## config.mk

```make
export PLATFORM = sky130hd
export DESIGN_NAME = job_table_engine_core
export DESIGN_NICKNAME = d
export VERILOG_FILES = /design/src/rtl/core/jte_pkg.sv /design/src/rtl/core/jte_ctrl.sv /design/src/rtl/core/jte_dp.sv /design/src/rtl/core/job_table_engine_core.sv
export SDC_FILE = /design/constraint.sdc
export NUM_CORES = 1
export LEC_CHECK = 0
export CORE_UTILIZATION = 30
export DETAILED_ROUTE_END_ITERATION = 12
export DONT_BUFFER_PORTS = 1
export PLACE_DENSITY_LB_ADDON = 0.25
export RECOVER_POWER = 100
export SYNTH_ARGS = -nofsm -noshare
export SYNTH_HDL_FRONTEND = slang
export SYNTH_SLANG_ARGS = --single-unit
```

## constraint.sdc

```tcl
create_clock -name aclk -period 8.2 [get_ports aclk]
set_input_delay 1.64 -clock aclk [delete_from_list [all_inputs] [get_ports aclk]]
set_output_delay 1.64 -clock aclk [all_outputs]
set_load 0.1 [all_outputs]
```

## src/rtl/core/jte_pkg.sv

```systemverilog
`default_nettype none
package jte_pkg;

    localparam int MAX_JOBS = 16;

    localparam int FUNC_W = 3;
    localparam int PID_W  = 22;
    localparam int JID_W  = 5;
    localparam int ST_W   = 2;
    localparam int IDX_W  = (MAX_JOBS > 1) ? $clog2(MAX_JOBS) : 1;

    localparam logic [JID_W-1:0] MAX_JID  = JID_W'(MAX_JOBS);
    localparam logic [IDX_W-1:0] LAST_IDX = IDX_W'(MAX_JOBS - 1);

    localparam logic [FUNC_W-1:0] FN_ADD  = 3'd0;
    localparam logic [FUNC_W-1:0] FN_DEL  = 3'd1;
    localparam logic [FUNC_W-1:0] FN_FPID = 3'd2;
    localparam logic [FUNC_W-1:0] FN_FJID = 3'd3;
    localparam logic [FUNC_W-1:0] FN_SET  = 3'd4;

    typedef enum logic [1:0] {
        ST_IDLE,
        ST_SCAN,
        ST_APPLY
    } state_t;

    typedef struct packed {
        logic load;
        logic step;
        logic apply;
    } ctrl_cmd_t;

    typedef struct packed {
        logic stop;
        logic out_free;
    } ctrl_sts_t;

endpackage
`default_nettype wire

```

## src/rtl/core/jte_ctrl.sv

```systemverilog
`default_nettype none
module jte_ctrl (
    input  wire                 aclk,
    input  wire                 aresetn,
    input  wire                 s_valid,
    output logic                s_ready,
    input  jte_pkg::ctrl_sts_t  sts,
    output jte_pkg::ctrl_cmd_t  cmd
);
    import jte_pkg::*;

    state_t state_reg;
    state_t state_next;

    always_ff @(posedge aclk) begin
        if (!aresetn) begin
            state_reg <= ST_IDLE;
        end else begin
            state_reg <= state_next;
        end
    end

    always_comb begin
        state_next = state_reg;
        case (state_reg)
            ST_IDLE: begin
                if (s_valid) begin
                    state_next = ST_SCAN;
                end
            end
            ST_SCAN: begin
                if (sts.stop) begin
                    state_next = ST_APPLY;
                end
            end
            ST_APPLY: begin
                if (sts.out_free) begin
                    state_next = ST_IDLE;
                end
            end
            default: state_next = ST_IDLE;
        endcase
    end

    always_comb begin
        s_ready   = 1'b0;
        cmd.load  = 1'b0;
        cmd.step  = 1'b0;
        cmd.apply = 1'b0;
        case (state_reg)
            ST_IDLE: begin
                s_ready  = 1'b1;
                cmd.load = s_valid;
            end
            ST_SCAN: begin
                cmd.step = 1'b1;
            end
            ST_APPLY: begin
                cmd.apply = sts.out_free;
            end
            default: ;
        endcase
    end

endmodule
`default_nettype wire

```

## src/rtl/core/jte_dp.sv

```systemverilog
`default_nettype none
module jte_dp (
    input  wire                          aclk,
    input  wire                          aresetn,
    input  jte_pkg::ctrl_cmd_t           cmd,
    output jte_pkg::ctrl_sts_t           sts,
    input  wire [jte_pkg::FUNC_W-1:0]    s_func,
    input  wire [jte_pkg::PID_W-1:0]     s_proc_id,
    input  wire [jte_pkg::JID_W-1:0]     s_job_number,
    input  wire [jte_pkg::ST_W-1:0]      s_new_state,
    output logic                         m_valid,
    input  wire                          m_ready,
    output logic                         m_ok,
    output logic [jte_pkg::JID_W-1:0]    m_out_job_id,
    output logic [jte_pkg::PID_W-1:0]    m_out_proc_id,
    output logic [jte_pkg::ST_W-1:0]     m_out_state
);
    import jte_pkg::*;

    // job table
    logic [PID_W-1:0] tbl_pid_reg [MAX_JOBS];
    logic [JID_W-1:0] tbl_jid_reg [MAX_JOBS];
    logic [ST_W-1:0]  tbl_st_reg  [MAX_JOBS];
    logic [JID_W-1:0] next_jid_reg;

    // captured transaction
    logic [FUNC_W-1:0] func_reg;
    logic [PID_W-1:0]  pid_reg;
    logic [JID_W-1:0]  jid_reg;
    logic [ST_W-1:0]   st_reg;

    // scan
    logic [IDX_W-1:0] idx_reg;
    logic             hit_reg;
    logic [IDX_W-1:0] slot_reg;
    logic [JID_W-1:0] cap_jid_reg;
    logic [PID_W-1:0] cap_pid_reg;
    logic [ST_W-1:0]  cap_st_reg;
    logic [JID_W-1:0] max_reg;

    logic             out_valid_reg;
    logic             out_ok_reg;
    logic [JID_W-1:0] out_jid_reg;
    logic [PID_W-1:0] out_pid_reg;
    logic [ST_W-1:0]  out_st_reg;

    logic [PID_W-1:0] ent_pid;
    logic [JID_W-1:0] ent_jid;
    logic [ST_W-1:0]  ent_st;
    logic             match_now;
    logic             first_hit;
    logic [JID_W-1:0] add_jid;
    logic [JID_W-1:0] add_next;

    assign ent_pid = tbl_pid_reg[idx_reg];
    assign ent_jid = tbl_jid_reg[idx_reg];
    assign ent_st  = tbl_st_reg[idx_reg];

    always_comb begin
        case (func_reg)
            FN_ADD:                  match_now = (pid_reg != '0) && (ent_pid == '0);
            FN_DEL, FN_FPID, FN_SET: match_now = (pid_reg != '0) && (ent_pid == pid_reg);
            FN_FJID:                 match_now = (jid_reg != '0) && (ent_jid == jid_reg);
            default:                 match_now = 1'b0;
        endcase
    end

    assign first_hit = match_now && !hit_reg;

    // delete keeps scanning to find the largest remaining job id
    assign sts.stop     = (idx_reg == LAST_IDX) || (first_hit && (func_reg != FN_DEL));
    assign sts.out_free = !out_valid_reg || m_ready;

    assign add_jid  = ((next_jid_reg == '0) || (next_jid_reg > MAX_JID))
                      ? JID_W'(1) : next_jid_reg;
    assign add_next = (add_jid == MAX_JID) ? JID_W'(1) : add_jid + JID_W'(1);

    always_ff @(posedge aclk) begin
        if (cmd.load) begin
            func_reg <= s_func;
            pid_reg  <= s_proc_id;
            jid_reg  <= s_job_number;
            st_reg   <= s_new_state;
        end
    end

    always_ff @(posedge aclk) begin
        if (!aresetn) begin
            idx_reg <= '0;
            hit_reg <= 1'b0;
            max_reg <= '0;
        end else if (cmd.load) begin
            idx_reg <= '0;
            hit_reg <= 1'b0;
            max_reg <= '0;
        end else if (cmd.step) begin
            idx_reg <= idx_reg + IDX_W'(1);
            if (first_hit) begin
                hit_reg <= 1'b1;
            end else if (ent_jid > max_reg) begin
                max_reg <= ent_jid;
            end
        end
    end

    always_ff @(posedge aclk) begin
        if (cmd.step && first_hit) begin
            slot_reg    <= idx_reg;
            cap_jid_reg <= ent_jid;
            cap_pid_reg <= ent_pid;
            cap_st_reg  <= ent_st;
        end
    end

    always_ff @(posedge aclk) begin
        if (!aresetn) begin
            for (int i = 0; i < MAX_JOBS; i++) begin
                tbl_pid_reg[i] <= '0;
                tbl_jid_reg[i] <= '0;
                tbl_st_reg[i]  <= '0;
            end
            next_jid_reg <= JID_W'(1);
        end else if (cmd.apply && hit_reg) begin
            case (func_reg)
                FN_ADD: begin
                    tbl_pid_reg[slot_reg] <= pid_reg;
                    tbl_jid_reg[slot_reg] <= add_jid;
                    tbl_st_reg[slot_reg]  <= st_reg;
                    next_jid_reg          <= add_next;
                end
                FN_DEL: begin
                    tbl_pid_reg[slot_reg] <= '0;
                    tbl_jid_reg[slot_reg] <= '0;
                    tbl_st_reg[slot_reg]  <= '0;
                    next_jid_reg          <= max_reg + JID_W'(1);
                end
                FN_SET: begin
                    tbl_st_reg[slot_reg] <= st_reg;
                end
                default: ;
            endcase
        end
    end

    always_ff @(posedge aclk) begin
        if (!aresetn) begin
            out_valid_reg <= 1'b0;
        end else if (cmd.apply) begin
            out_valid_reg <= 1'b1;
        end else if (m_ready) begin
            out_valid_reg <= 1'b0;
        end
    end

    always_ff @(posedge aclk) begin
        if (cmd.apply) begin
            out_ok_reg  <= hit_reg;
            out_jid_reg <= '0;
            out_pid_reg <= '0;
            out_st_reg  <= '0;
            if (hit_reg) begin
                out_jid_reg <= cap_jid_reg;
                out_pid_reg <= cap_pid_reg;
                out_st_reg  <= cap_st_reg;
                case (func_reg)
                    FN_ADD: begin
                        out_jid_reg <= add_jid;
                        out_pid_reg <= pid_reg;
                        out_st_reg  <= st_reg;
                    end
                    FN_SET:  out_st_reg <= st_reg;
                    default: ;
                endcase
            end
        end
    end

    assign m_valid       = out_valid_reg;
    assign m_ok          = out_ok_reg;
    assign m_out_job_id  = out_jid_reg;
    assign m_out_proc_id = out_pid_reg;
    assign m_out_state   = out_st_reg;

endmodule
`default_nettype wire

```

## src/rtl/core/job_table_engine_core.sv

```systemverilog
// Channel  Handshake           Payload
// s_       s_valid / s_ready   s_func, s_proc_id, s_job_number, s_new_state
// m_       m_valid / m_ready   m_ok, m_out_job_id, m_out_proc_id, m_out_state
//
// One transaction at a time: capture, then a scan of one table entry per cycle,
// then a step that updates the table and loads the result register.
// Lookups, add and set state stop at the first hit; delete always scans all
// MAX_JOBS entries to get the largest remaining job id.
// Synchronous active-low reset clears the table; next job id resets to 1.
// A stalled result holds the update step; s_ready stays low until it is taken.
`default_nettype none
module job_table_engine_core (
    input  wire                          aclk,
    input  wire                          aresetn,
    input  wire                          s_valid,
    output logic                         s_ready,
    input  wire [jte_pkg::FUNC_W-1:0]    s_func,
    input  wire [jte_pkg::PID_W-1:0]     s_proc_id,
    input  wire [jte_pkg::JID_W-1:0]     s_job_number,
    input  wire [jte_pkg::ST_W-1:0]      s_new_state,
    output logic                         m_valid,
    input  wire                          m_ready,
    output logic                         m_ok,
    output logic [jte_pkg::JID_W-1:0]    m_out_job_id,
    output logic [jte_pkg::PID_W-1:0]    m_out_proc_id,
    output logic [jte_pkg::ST_W-1:0]     m_out_state
);
    import jte_pkg::*;

    ctrl_cmd_t cmd;
    ctrl_sts_t sts;

    jte_ctrl u_ctrl (
        .aclk    (aclk),
        .aresetn (aresetn),
        .s_valid (s_valid),
        .s_ready (s_ready),
        .sts     (sts),
        .cmd     (cmd)
    );

    jte_dp u_dp (
        .aclk          (aclk),
        .aresetn       (aresetn),
        .cmd           (cmd),
        .sts           (sts),
        .s_func        (s_func),
        .s_proc_id     (s_proc_id),
        .s_job_number  (s_job_number),
        .s_new_state   (s_new_state),
        .m_valid       (m_valid),
        .m_ready       (m_ready),
        .m_ok          (m_ok),
        .m_out_job_id  (m_out_job_id),
        .m_out_proc_id (m_out_proc_id),
        .m_out_state   (m_out_state)
    );

`ifndef SYNTHESIS
    a_accept_starts_scan: assert property (@(posedge aclk) disable iff (!aresetn)
        (s_valid && s_ready) |=> (cmd.step && !s_ready))
        else $error("accepted transaction did not start a scan");

    a_result_from_apply: assert property (@(posedge aclk) disable iff (!aresetn)
        $rose(m_valid) |-> $past(cmd.apply))
        else $error("result appeared without a table update step");

    a_miss_is_zero: assert property (@(posedge aclk) disable iff (!aresetn)
        (m_valid && !m_ok) |->
            (m_out_job_id == '0 && m_out_proc_id == '0 && m_out_state == '0))
        else $error("failed transaction carries nonzero fields");
`endif

endmodule
`default_nettype wire
```

==> impl_metrics.py <==
metrics = {
    "outcome": {
        "status": "complete, but fails checks",
        "violations": "max-capacitance violations, max-slew violations",
    },
    "floorplanning": {
        "die-area_mm2": 0.0853,
        "initial_core_util": 0.303,
        "fp.dieW_um": 292,
        "coreArea_mm2": 0.0834,
        "io_pins": 68,
        "rows": 106,
        "fp.dieH_um": 292,
    },
    "cts": {
        "cts_tree": "done",
        "clkTransAtPathRegs_ns": 0.05,
        "clock_sinks": 581,
        "cts.path.max_buffers": 3,
        "cts_max_level": 3,
        "holdBufCountCts": 0,
        "worstSkewPairLatency_ns": 0.60,
        "cts_setup_buffers": 0,
        "numCtsBuffers": 66,
        "cts-resized-gates": 0,
        "clockRootBuffer": "clkbuf_16",
    },
    "timing": {
        "hold_viol": 0,
        "fin_ws_ns": 1.68,
        "rsz0062_at_grt": "no",
        "hold_ws_ns": 0.486,
        "tns_ns": 0,
        "skew_ns": 0.0206,
        "finalSetupViolCount": 0,
        "slew_headroom": -0.919,
        "final_max_slew_viol_count": 866,
        "worst_slew_pin_slew_ns": 2.88,
        "post-route-period-util": 0.795,
        "period_needed_ns": 6.52,
        "max_freq_mhz": 153,
    },
    "setup_path": {
        "critPathSlowestCell": "nand2_1",
        "worst_ep_arrival_time_ns": 6.34,
        "critPathMaxFanout": 28,
        "path_buf_inv": 1,
        "path_cells": "nand2b_1 > nor2b_1 > nand4_1 > nor3b_1 > nand2_1 > clkbuf_1 > nand2_1",
        "critPathMostFrequentCell": "nand2_1",
        "crit_required_ns": 8.02,
        "worstSetupStartpointType": "input pin",
        "cp-end-kind": "flop",
        "slowest_delay_ns": 2.03,
        "crit_type": "input pin to flop",
        "critical_path.top_delay_family": "simple AND/OR/NAND/NOR gates",
    },
    "logic_synthesis": {
        "yosys_warnings": 0,
        "mappedNetlistNets": 1856,
        "synthMuxAreaShare": 0.115,
        "synth_compound_area_frac": 0.0383,
        "syn-instance-count": 1810,
        "syn_area_mm2": 0.0253,
        "synth-xor-area-share": 0.0104,
        "synth_largest_area_cell": "edfxtp_1",
        "async_flop_share": 0,
        "synth_edf_count": 559,
        "synth_area_leaders": "edfxtp_1 (66%), mux4_2 (9.5%), nor2_1 (6.8%)",
        "ys_ff_latch": 581,
        "synth_fa_ha_area_frac": 0.00495,
        "yosys.area_share.simple": 0.122,
        "avgSynthCellArea_um2": 14.0,
        "ys_types": 63,
        "synth_top_family_by_area": "simple AND/OR/NAND/NOR gates",
        "synth_ff_type": "edfxtp_1",
        "yosysMostFrequentCell": "edfxtp_1",
        "synthTopCellsByCount": "edfxtp_1 (559), nor2_1 (458), nand2_1 (144), clkbuf_1 (107), mux4_2 (106)",
        "yosysSeqAreaShare": 0.682,
        "yosysTopAreaCellShare": 0.665,
    },
    "job": {
        "drv_cap": 31,
    },
    "detailed_routing": {
        "drt-total-wl_mm": 79.2,
        "avgRoutedWirePerCell_um": 27.3,
        "dr.pass1.iters": 6,
        "drtIter0Drc": 1761,
        "via_per_inst": 5.40,
        "ant_nets": 0,
        "drt_drc_violations_left": 0,
        "vias": 15644,
    },
    "global_routing": {
        "gr-total-overflow": 0,
        "grtUsageTotal": 0.185,
        "grt_pass1_vias": 15378,
        "grt_max_degree": 47,
        "antenna_found_initial": 1,
        "grt_pass1_wl_mm": 113,
    },
    "power_and_ir_drop": {
        "p_seq_frac": 0.512,
        "power_w": 0.00669,
        "ir_worst_vdd_uv": 117,
        "internal_power_w": 0.00518,
        "power_leakage_nw": 9.28,
        "swShare": 0.225,
        "power.density_mw_per_mm2": 237,
        "p_comb_frac": 0.057,
        "clockPowerShare": 0.430,
        "p_sw_w": 0.00151,
    },
    "placement": {
        "dp_hpwl_mm": 46.5,
        "place_ws_ns": 2.93,
        "io_buffers": 0,
        "post_dp_cell_area_mm2": 0.0263,
        "place_congestion": 0.865,
    },
    "cells_and_area": {
        "stdcell_area_mm2": 0.0282,
        "drive_above_1_share": 0.124,
        "fillers": 8036,
        "area_delta_synth_final_pct": 11.8,
        "n_antenna_cell": 0,
        "largest_reg_flops": 352,
        "nets": 1816,
    },
    "worst_hold_path": {
        "min_path_type": "flop to flop",
    },
}
==> layout make-up <==
class	count	area [µm²]	area share
well taps	1080	1350	0.0478
clock inverters	22	184	0.00651
flip-flops and latches	581	17200	0.610
inverters	14	52.6	0.00186
multi-input cells	1078	7350	0.260
repair buffers	29	176	0.00625
clock buffers	95	1900	0.0671
==> metrics by stage <==
step	instances	utilization
2_1_floorplan	1810	-
6_report	2899	0.339
3_3_place_gp	2782	0.315
5_1_grt	2899	0.339
4_1_cts	2899	0.340
3_5_place_dp	2782	0.315
==> layer usage <==
layer  part of all wire  routed length [µm]  track usage
met5                  0                   0            0
met1               0.44               34500        0.257
met4              0.033                2620       0.0633
met2               0.46               36500        0.290
met3              0.070                5570       0.0326
==> cell usage in the layout, fill, tap and decap left out, drive strengths merged, types with 4 or more instances in the layout <==
cell type	count
edfxtp	559
nor2	458
nand2	144
mux4	109
clkbuf	106
mux2i	41
a21oi	40
nor3	39
o21ai	34
nand3	22
dfxtp	22
clkinv	19
xor2	18
a221oi	18
buf	18
nor2b	16
a22oi	15
nor4	15
inv	14
xnor2	12
ha	10
nand2b	9
nand4	9
o21a	8
and3	7
and2	7
o22ai	4
a2111oi	4
==> power by group through the flow <==
stage / logic (W) / clock network, W / registers (W)
after floorplan: 0.000286 / 0 / 0.00343
after global placement: 0.000383 / 0 / 0.00348
after detailed placement: 0.000387 / 0 / 0.00348
after CTS: 0.000388 / 0.00292 / 0.00342
after global routing: 0.000408 / 0.00302 / 0.00343
final: 0.000384 / 0.00288 / 0.00342
==> cell families (layout without fill, tap and decap cells) <==
family                     after synthesis  after routing
AOI/OAI and AO/OA                      144            144
xor gates and xnor gates                30             30
buffers and inverters                  151            160
and+or+nand+nor                        742            742
DFF                                    581            581
muxes                                  152            152
adders and majority gates               10             10
==> final timing paths <==
| path | start | to | slack, ns | depth (start not counted) |
|---|---|---|---|---|
| worst max-delay path | m_ready | u_dp.tbl_pid_reg[1][13] | 1.68 | 7 |
| worst min-delay path | u_dp.next_jid_reg[2] | u_dp.next_jid_reg[2] | 0.49 | 2 |
| worst max register to register | u_dp.m_valid | u_dp.tbl_pid_reg[1][13] | 1.70 | 7 |
| worst min register to register | u_dp.next_jid_reg[2] | u_dp.next_jid_reg[2] | 0.49 | 2 |
==> worst min-delay path, cell delays in order (launching register included) <==
cell	delay, ns
dfxtp_1	0.32
nand2_1	0.05
a21boi_0	0.06
Note: power is estimated with default switching activity, not from simulation.
